<file path="config.mk">
export PLATFORM = sky130hd
export DESIGN_NAME = crc_framed_ip_packet_parser
export DESIGN_NICKNAME = d
export VERILOG_FILES = /design/src/rtl/cfpp_pkg.sv /design/src/rtl/cfpp_core.sv /design/src/rtl/cfpp_outq.sv /design/src/rtl/crc_framed_ip_packet_parser.sv
export SDC_FILE = /design/constraint.sdc
export NUM_CORES = 1
export LEC_CHECK = 0
export BUFFER_PORTS_ARGS = -buffer_cell sky130_fd_sc_hd__buf_2
export CORE_MARGIN = 2
export CORE_UTILIZATION = 50
export DETAILED_ROUTE_END_ITERATION = 10
export GPL_TIMING_DRIVEN = 0
export PLACE_DENSITY = 0.68
export SKIP_LAST_GASP = 1
export SLEW_MARGIN = 20
export SYNTH_ARGS = -nofsm -noshare
export SYNTH_HDL_FRONTEND = slang
export SYNTH_SLANG_ARGS = --single-unit
</file>
<file path="constraint.sdc">
create_clock -name clk -period 5.8 [get_ports clk]
set_input_delay 1.16 -clock clk [delete_from_list [all_inputs] [get_ports clk]]
set_output_delay 1.16 -clock clk [all_outputs]
set_load 0.01 [all_outputs]
</file>
<file path="src/rtl/cfpp_pkg.sv">
package cfpp_pkg;

	localparam int unsigned DEF_MAX_PAYLOAD = 2048;
	localparam logic [7:0] DEF_VERSION = 8'h01;
	localparam logic [7:0] DEF_TYPE = 8'h01;

	localparam logic [7:0] SYNC0 = 8'hA5;
	localparam logic [7:0] SYNC1 = 8'h5A;
	localparam logic [7:0] SYNC2 = 8'hC3;
	localparam logic [15:0] CRC_POLY = 16'h1021;
	localparam logic [15:0] CRC_SEED = 16'hFFFF;
	localparam logic [15:0] IPV4_MIN = 16'd20;
	localparam logic [16:0] IPV6_HDR = 17'd40;
	localparam int unsigned IP_HDR_BYTES = 6;

	localparam logic [2:0] EV_NONE = 3'd0;
	localparam logic [2:0] EV_OK = 3'd1;
	localparam logic [2:0] EV_HDR = 3'd2;
	localparam logic [2:0] EV_LEN = 3'd3;
	localparam logic [2:0] EV_CRC = 3'd4;
	localparam logic [2:0] EV_IP = 3'd5;
	localparam logic [2:0] EV_DROP = 3'd6;

	localparam logic REG_VERSION = 1'b0;
	localparam logic REG_TYPE = 1'b1;

	typedef struct packed {
		logic [7:0] payload_byte;
		logic payload_valid;
		logic [2:0] event_res;
		logic [15:0] frame_seq;
		logic [11:0] ip_length;
		logic [14:0] seq_gap;
		logic seq_reorder;
	} result_t;

	// CRC-16/CCITT-FALSE, one byte, MSB first
	function automatic logic [15:0] crc_byte(input logic [15:0] c, input logic [7:0] b);
		logic [15:0] r;
		r = c ^ {b, 8'h00};
		for (int i = 0; i < 8; i++) begin
			r = r[15] ? ({r[14:0], 1'b0} ^ CRC_POLY) : {r[14:0], 1'b0};
		end
		return r;
	endfunction

endpackage

</file>
<file path="src/rtl/cfpp_core.sv">
module cfpp_core #(
	parameter int unsigned MAX_PAYLOAD = 2048
) (
	input logic clk,
	input logic arst_n,
	input logic acc,
	input logic [7:0] rx_byte,
	input logic queue_full,
	input logic [7:0] exp_version,
	input logic [7:0] exp_type,
	output cfpp_pkg::result_t res
);
	import cfpp_pkg::*;

	localparam int unsigned CW = $clog2(MAX_PAYLOAD + 1);
	localparam logic [15:0] MAX_LEN = 16'(MAX_PAYLOAD);

	typedef enum logic [3:0] {
		PH_SYNC0, PH_SYNC1, PH_SYNC2, PH_VER, PH_TYPE, PH_SEQ_HI, PH_SEQ_LO,
		PH_LEN_HI, PH_LEN_LO, PH_DATA, PH_CRC_HI, PH_CRC_LO
	} phase_t;

	phase_t phase_q, phase_d;
	logic [15:0] seq_q, seq_d;
	logic [15:0] len_q, len_d;
	logic [CW-1:0] cnt_q, cnt_d;
	logic [15:0] crc_q, crc_d;
	logic [7:0] crch_q, crch_d;
	logic [7:0] hdr_q [IP_HDR_BYTES];
	logic [7:0] hdr_d [IP_HDR_BYTES];
	logic [15:0] last_q, last_d;
	logic known_q, known_d;

	logic [15:0] crc_next;
	logic [CW-1:0] cnt_inc;
	logic [15:0] len_full;
	logic [3:0] ip_ver;
	logic [15:0] ip_hl;
	logic [15:0] tot4;
	logic [16:0] tot6;
	logic ip_ok;
	logic [11:0] ip_len;
	logic [15:0] delta;
	logic clr;
	logic [2:0] ev;

	assign crc_next = crc_byte(crc_q, rx_byte);
	assign cnt_inc = cnt_q + CW'(1);
	assign len_full = {len_q[15:8], rx_byte};
	assign delta = seq_q - (last_q + 16'd1);

	always_comb begin
		ip_ver = hdr_q[0][7:4];
		ip_hl = {10'd0, hdr_q[0][3:0], 2'b00};
		tot4 = {hdr_q[2], hdr_q[3]};
		tot6 = IPV6_HDR + {1'b0, hdr_q[4], hdr_q[5]};
		ip_ok = 1'b0;
		ip_len = '0;
		if (ip_ver == 4'd4) begin
			ip_ok = len_q >= IPV4_MIN && ip_hl >= IPV4_MIN && tot4 >= ip_hl && tot4 <= len_q;
			ip_len = tot4[11:0];
		end else if (ip_ver == 4'd6) begin
			ip_ok = len_q >= 16'(IPV6_HDR) && tot6 <= {1'b0, len_q};
			ip_len = tot6[11:0];
		end
	end

	always_comb begin
		phase_d = phase_q;
		seq_d = seq_q;
		len_d = len_q;
		cnt_d = cnt_q;
		crc_d = crc_q;
		crch_d = crch_q;
		hdr_d = hdr_q;
		last_d = last_q;
		known_d = known_q;
		res = '0;
		ev = EV_NONE;
		clr = 1'b0;
		unique case (phase_q)
			PH_SYNC0: begin
				if (rx_byte == SYNC0) phase_d = PH_SYNC1;
			end
			PH_SYNC1: begin
				if (rx_byte == SYNC1) phase_d = PH_SYNC2;
				else if (rx_byte != SYNC0) phase_d = PH_SYNC0;
			end
			PH_SYNC2: begin
				if (rx_byte == SYNC2) begin
					crc_d = CRC_SEED;
					phase_d = PH_VER;
				end else begin
					ev = EV_HDR;
					phase_d = (rx_byte == SYNC0) ? PH_SYNC1 : PH_SYNC0;
				end
			end
			PH_VER, PH_TYPE: begin
				if (rx_byte != ((phase_q == PH_VER) ? exp_version : exp_type)) begin
					ev = EV_HDR;
					clr = 1'b1;
				end else begin
					crc_d = crc_next;
					phase_d = (phase_q == PH_VER) ? PH_TYPE : PH_SEQ_HI;
				end
			end
			PH_SEQ_HI: begin
				seq_d = {rx_byte, 8'h00};
				crc_d = crc_next;
				phase_d = PH_SEQ_LO;
			end
			PH_SEQ_LO: begin
				seq_d = {seq_q[15:8], rx_byte};
				crc_d = crc_next;
				phase_d = PH_LEN_HI;
			end
			PH_LEN_HI: begin
				len_d = {rx_byte, 8'h00};
				crc_d = crc_next;
				phase_d = PH_LEN_LO;
			end
			PH_LEN_LO: begin
				len_d = len_full;
				crc_d = crc_next;
				cnt_d = '0;
				if (len_full > MAX_LEN) begin
					ev = EV_LEN;
					clr = 1'b1;
				end else begin
					phase_d = (len_full != 16'd0) ? PH_DATA : PH_CRC_HI;
				end
			end
			PH_DATA: begin
				res.payload_byte = rx_byte;
				res.payload_valid = 1'b1;
				if (cnt_q < CW'(IP_HDR_BYTES)) hdr_d[cnt_q[2:0]] = rx_byte;
				cnt_d = cnt_inc;
				crc_d = crc_next;
				if (16'(cnt_inc) >= len_q) phase_d = PH_CRC_HI;
			end
			PH_CRC_HI: begin
				crch_d = rx_byte;
				phase_d = PH_CRC_LO;
			end
			PH_CRC_LO: begin
				clr = 1'b1;
				if ({crch_q, rx_byte} != crc_q) begin
					ev = EV_CRC;
				end else if (!ip_ok) begin
					ev = EV_IP;
				end else if (queue_full) begin
					ev = EV_DROP;
				end else begin
					ev = EV_OK;
					res.ip_length = ip_len;
					if (known_q) begin
						if (!delta[15]) res.seq_gap = delta[14:0];
						else res.seq_reorder = 1'b1;
					end
					last_d = seq_q;
					known_d = 1'b1;
				end
			end
			default: begin
				clr = 1'b1;
			end
		endcase
		if (clr) begin
			phase_d = PH_SYNC0;
			len_d = '0;
			cnt_d = '0;
			crc_d = CRC_SEED;
			crch_d = '0;
			for (int i = 0; i < IP_HDR_BYTES; i++) hdr_d[i] = '0;
		end
		res.event_res = ev;
		res.frame_seq = (ev != EV_NONE) ? seq_d : 16'd0;
		if (phase_d == PH_SYNC0 || phase_d == PH_SYNC1 || phase_d == PH_SYNC2) seq_d = '0;
	end

	always_ff @(posedge clk or negedge arst_n) begin
		if (!arst_n) begin
			phase_q <= PH_SYNC0;
			seq_q <= '0;
			len_q <= '0;
			cnt_q <= '0;
			crc_q <= CRC_SEED;
			crch_q <= '0;
			for (int i = 0; i < IP_HDR_BYTES; i++) hdr_q[i] <= '0;
			last_q <= '0;
			known_q <= 1'b0;
		end else if (acc) begin
			phase_q <= phase_d;
			seq_q <= seq_d;
			len_q <= len_d;
			cnt_q <= cnt_d;
			crc_q <= crc_d;
			crch_q <= crch_d;
			hdr_q <= hdr_d;
			last_q <= last_d;
			known_q <= known_d;
		end
	end

`ifndef SYNTHESIS
	a_crc_lo_ends: assert property (@(posedge clk) disable iff (!arst_n)
		acc && phase_q == PH_CRC_LO |=> phase_q == PH_SYNC0)
		else $error("frame did not end after last crc byte");
	a_accept_seq: assert property (@(posedge clk) disable iff (!arst_n)
		acc && res.event_res == EV_OK |=> known_q && last_q == $past(seq_q))
		else $error("accepted frame did not update last sequence");
	a_seq_hunt: assert property (@(posedge clk) disable iff (!arst_n)
		phase_q == PH_SYNC0 || phase_q == PH_SYNC1 || phase_q == PH_SYNC2 |-> seq_q == 16'd0)
		else $error("sequence not cleared while hunting");
	a_cnt_bound: assert property (@(posedge clk) disable iff (!arst_n)
		phase_q == PH_DATA |-> 16'(cnt_q) < len_q)
		else $error("payload count beyond frame length");
`endif

endmodule

</file>
<file path="src/rtl/cfpp_outq.sv">
module cfpp_outq (
	input logic clk,
	input logic arst_n,
	input logic push,
	input cfpp_pkg::result_t din,
	output logic full,
	output logic out_valid,
	input logic out_stall,
	output cfpp_pkg::result_t dout
);
	import cfpp_pkg::*;

	result_t ent_q [2];
	logic [1:0] cnt_q;
	logic rd_q;
	logic wr_q;
	logic pop;

	assign full = cnt_q == 2'd2;
	assign out_valid = cnt_q != 2'd0;
	assign pop = out_valid && !out_stall;
	assign dout = ent_q[rd_q];

	always_ff @(posedge clk) begin
		if (push) ent_q[wr_q] <= din;
	end

	always_ff @(posedge clk or negedge arst_n) begin
		if (!arst_n) begin
			cnt_q <= '0;
			rd_q <= 1'b0;
			wr_q <= 1'b0;
		end else begin
			if (push) wr_q <= !wr_q;
			if (pop) rd_q <= !rd_q;
			if (push && !pop) cnt_q <= cnt_q + 2'd1;
			else if (pop && !push) cnt_q <= cnt_q - 2'd1;
		end
	end

`ifndef SYNTHESIS
	a_cnt_range: assert property (@(posedge clk) disable iff (!arst_n)
		cnt_q != 2'd3)
		else $error("output queue overflow");
	a_full_valid: assert property (@(posedge clk) disable iff (!arst_n)
		full |-> out_valid)
		else $error("full queue with no word shown");
	a_push_grows: assert property (@(posedge clk) disable iff (!arst_n)
		push && !pop |=> cnt_q == $past(cnt_q) + 2'd1)
		else $error("pushed word lost");
`endif

endmodule

</file>
<file path="src/rtl/crc_framed_ip_packet_parser.sv">
// Each result word is registered in the output queue when its input byte is accepted.
// Throughput: one byte per cycle when not stalled; the parser state, CRC and checks update in one pass.
// A two-word output queue lets input continue while one result waits; input
// stalls only when both queue words are held.
// Reset (arst_n low, asynchronous): hunt for first sync byte, CRC seed FFFF,
// no known sequence, version and type registers back to 1, queue empty.
module crc_framed_ip_packet_parser #(
	parameter int unsigned MAX_PAYLOAD = cfpp_pkg::DEF_MAX_PAYLOAD
) (
	input logic clk,
	input logic arst_n,
	input logic in_valid,
	output logic in_stall,
	input logic [7:0] rx_byte,
	input logic queue_full,
	output logic out_valid,
	input logic out_stall,
	output logic [7:0] payload_byte,
	output logic payload_valid,
	output logic [2:0] event_res,
	output logic [15:0] frame_seq,
	output logic [11:0] ip_length,
	output logic [14:0] seq_gap,
	output logic seq_reorder,
	input logic cfg_valid,
	output logic cfg_ready,
	input logic cfg_index,
	input logic [7:0] cfg_data
);
	import cfpp_pkg::*;

	logic [7:0] ver_q;
	logic [7:0] type_q;
	logic acc;
	logic full;
	result_t res;
	result_t dout;

	assign cfg_ready = 1'b1;
	assign in_stall = full;
	assign acc = in_valid && !full;

	always_ff @(posedge clk or negedge arst_n) begin
		if (!arst_n) begin
			ver_q <= DEF_VERSION;
			type_q <= DEF_TYPE;
		end else if (cfg_valid && cfg_ready) begin
			unique case (cfg_index)
				REG_VERSION: ver_q <= cfg_data;
				REG_TYPE: type_q <= cfg_data;
				default: ;
			endcase
		end
	end

	cfpp_core #(
		.MAX_PAYLOAD(MAX_PAYLOAD)
	) u_core (
		.clk(clk),
		.arst_n(arst_n),
		.acc(acc),
		.rx_byte(rx_byte),
		.queue_full(queue_full),
		.exp_version(ver_q),
		.exp_type(type_q),
		.res(res)
	);

	cfpp_outq u_outq (
		.clk(clk),
		.arst_n(arst_n),
		.push(acc),
		.din(res),
		.full(full),
		.out_valid(out_valid),
		.out_stall(out_stall),
		.dout(dout)
	);

	assign payload_byte = dout.payload_byte;
	assign payload_valid = dout.payload_valid;
	assign event_res = dout.event_res;
	assign frame_seq = dout.frame_seq;
	assign ip_length = dout.ip_length;
	assign seq_gap = dout.seq_gap;
	assign seq_reorder = dout.seq_reorder;

endmodule

</file>
==> key figures <==
Outcome
  – Outcome: finished, final reports clean

Timing
  – Setup slack after layout: 1.27 ns
  – Final period utilization: 0.781
  – Hold WS: 0.475 ns
  – Setup Skew: 0.0151 ns
  – Slew @ Worst Pin: 0.887 ns
  – Max frequency: 221 MHz
  – Final setup viols: 0
  – RSZ-0062 raised after global routing: false
  – Crit path time final: 4.53 ns
  – Slew headroom: 0.400
  – Setup_tns: 0 ns
  – Fin. Hold Viols: 0
  – Slew Limit Fails: 0

Global route
  – Largest net degree at the start of global routing: 82
  – Global route overflow: 0
  – Top Usage Layer GRT: met2
  – Met3 GRT Util: 0.0304
  – Grt met2 use: 0.388
  – GRT Total Usage: 0.236
  – Routing usage on met1: 0.331
  – Initial antenna violation count: 1
  – First-pass GRT wire length: 54300 um
  – Vias in the first global route: 9813

Power and ir drop
  – Reg power frac: 0.395
  – Static Leak: 6.54 nW
  – P per Cell Area: 416 mW/mm^2
  – Sw Share: 0.341
  – Power share of the clock group: 0.266
  – Pint: 4.35 mW
  – Sw power: 2.25 mW
  – Gate power share: 0.339
  – VDD IR max: 0.000349 V

Finish
  – Nets: 1429
  – Area added between synthesis and finish: 13.4%
  – Antenna fix cells: 0
  – Fillers: 2390
  – Share of cells above drive strength 1: 0.209
  – Area of the multi-input gates: 0.00632 mm^2
  – Reg area: 0.00711 mm^2
  – Most common cell after layout, fill and taps aside: dfrtp_1
  – Commonest cells after routing, fill and taps aside: 131 x dfrtp_1, 112 x edfxtp_1, 93 x nand2_1
  – Layout Cells excl Fill: 1739

Floorplanning
  – Die height: 171 um
  – # IOs: 82
  – Core area: 0.0276 mm^2
  – Die Width: 171 um
  – Initial core utilization: 0.506
  – # rows: 61
  – Die area: 0.0293 mm^2

Place
  – DP Wirelength: 24700 um
  – Port Buffer Count: 72
  – Cell Count Post-Placement: 1687
  – Routability cong.: 0.948
  – Worst slack, placed: 1.36 ns

Clock tree
  – CTS Buf Count: 28
  – CTS clk-pin slew, worst paths: 0.06 ns
  – CTS sink count: 261
  – Postcts setup bufs: 0
  – Hold bufs inserted after CTS: 0
  – CTS tree: yes
  – H-tree levels: 1
  – Clock Path Buffers: 3
  – Root Buffer: clkbuf_16
  – Worst skew pair latency: 0.55 ns
  – Post-CTS sizing: 0

Route
  – Initial drt markers: 927
  – Avg Vias per Cell: 5.87
  – DRC errors left: 0
  – DR vias: 10210
  – WL per Instance: 19.8 um
  – 1st-pass router iterations: 5
  – Antenna Violating Nets Remaining: 0
  – Wirelength, routed: 34400 um

Worst setup path
  – CP required: 6.12 ns
  – CP Capture Type: flip-flop
  – Setup slack, reg-to-reg: 1.27 ns
  – Crit path launch type: flip-flop
  – CP Data Arrival Time: 4.85 ns
  – Reg2reg end: u_outq.ent_q[0][14]
  – FF-to-FF path depth: 15
  – Crit path kind: reg2reg
  – Maximum fanout along the worst path: 10
  – RR Startpoint: u_core.hdr_q[3]

Yosys
  – Top-area cell type share of the netlist area: 0.241
  – Synth Flop Type: dfrtp_1
  – Largest family of logic cells by synthesized area: compound AO/OA/AOI/OAI gates
  – Fraction of the mapped netlist area in adder cells: 0.0605
  – Largest cells by area after synthesis: edfxtp_1 24%, dfrtp_1 23%, mux2_2 7.1%
  – Post-synthesis xor/xnor area fraction: 0.0551
  – Compound-Gate Fraction of Synth Area: 0.150
  – Synth warn: 0
  – Post-Syn Instances: 1232
  – Post-synthesis mux area share: 0.0738
  – Synthesized flop and latch total: 261
  – Synth Net Count: 1322
  – Cell area after synthesis: 0.0140 mm^2
  – Mean post-synth cell area: 11.3 um^2
  – Distinct cells, synth: 76
  – Post-synth top area cell: edfxtp_1
  – Async SR Flop Fraction: 0.571
  – Post-synth EDFFs: 112
  – Post-synthesis sequential area ratio: 0.509
  – Simple-gate area share of the yosys netlist: 0.111

Run
  – Max Cap Violations: 0

Worst hold path
  – Min-delay src: u_core.known_q
  – Worst hold endpoint: u_core.known_q
  – Worst Hold Class: reg2reg
  – Worst Hold Depth: 1
power by group through the flow:
stage	combinational (mW)	clock [mW]	sequential (mW)
final	2.24	1.75	2.61
after global routing	2.46	1.86	2.65
after CTS	2.24	1.79	2.60
after detailed placement	2.23	0	2.64
after global placement	2.14	0	2.65
after floorplan	1.57	0	2.57
per-layer routing:
layer  up-vias  share of wire
met5         -        0.00023
met4         2          0.028
met3        55          0.049
met2       288           0.47
met1      5110           0.45
li1       4755              -
sequential cells by signal, indices dropped and copies added, names as in the netlist:
signal / flops
u_outq.ent_q: 112
u_core.hdr_q: 40
u_core.crc_q: 16
u_core.last_q: 16
u_core.len_q: 16
u_core.seq_q: 16
u_core.cnt_q: 12
type_q: 8
u_core.crch_q: 8
ver_q: 8
u_core.phase_q: 4
u_outq.cnt_q: 2
u_core.known_q: 1
u_outq.rd_q: 1
u_outq.wr_q: 1
synthesized netlist by cell type (all sizes together) (19+ instances only):
master and number:
dfrtp 131, edfxtp 112, nand2 93, mux2 88, nor2 78, ha 66
a22o 64, inv 63, xnor2 58, o21ai 47, a21oi 45, clkbuf 41
xor2 30, buf 27, nand3 24, nor3 22, a22oi 21, nor4 19
cell families after synthesis:
logic type	count (synthesis)
AOI/OAI and AO/OA	276
buffers and inverters	131
and+or+nand+nor	316
muxes	92
other	1
xor gates and xnor gates	88
DFF	261
adders and majority gates	67
how the worst max path moves through the flow:
stage                         start             endpoint  slack (ns)  cells after the start
floorplan                  in_valid   u_outq.ent_q[0][0]        1.47                      3
global placement           in_valid  u_outq.ent_q[0][19]       -0.55                      4
detailed placement  u_core.hdr_q[3]  u_outq.ent_q[0][13]        1.36                     15
CTS                 u_core.hdr_q[3]  u_outq.ent_q[0][13]        1.30                     15
global route        u_core.hdr_q[3]  u_outq.ent_q[0][13]        1.04                     15
finish              u_core.hdr_q[3]  u_outq.ent_q[0][14]        1.27                     15
per-stage QoR:
step	instance area, um^2	utilization	total power [mW]
after floorplan	14000	-	4.14
after global placement	14800	0.536	4.79
after detailed placement	14900	0.541	4.87
after CTS	15900	0.574	6.63
after global routing	15900	0.574	6.97
final	15900	0.574	6.60
critical path, cell delays in order (launching register included):
cell	delay, ns
dfrtp_1	0.41
ha_1	0.21
o21ai_0	0.15
nor2_1	0.25
nand2_1	0.12
nor2_1	0.23
xor2_1	0.23
ha_1	0.29
a21oi_1	0.15
a21boi_0	0.09
a2111oi_0	0.47
a31oi_1	0.17
o32ai_2	0.32
nand4_1	0.47
clkbuf_1	0.36
nor3_1	0.38
cell type report:
type / instances / share of cell area
Clock buffer: 37 / 0.0470
Buffer: 68 / 0.0203
Timing Repair Buffer: 77 / 0.0302
Sequential cell: 261 / 0.449
Multi-Input combinational cell: 840 / 0.399
Tap cell: 378 / 0.0298
Clock inverter: 15 / 0.0102
Inverter: 63 / 0.0149
(Power assumes the default switching activity.)
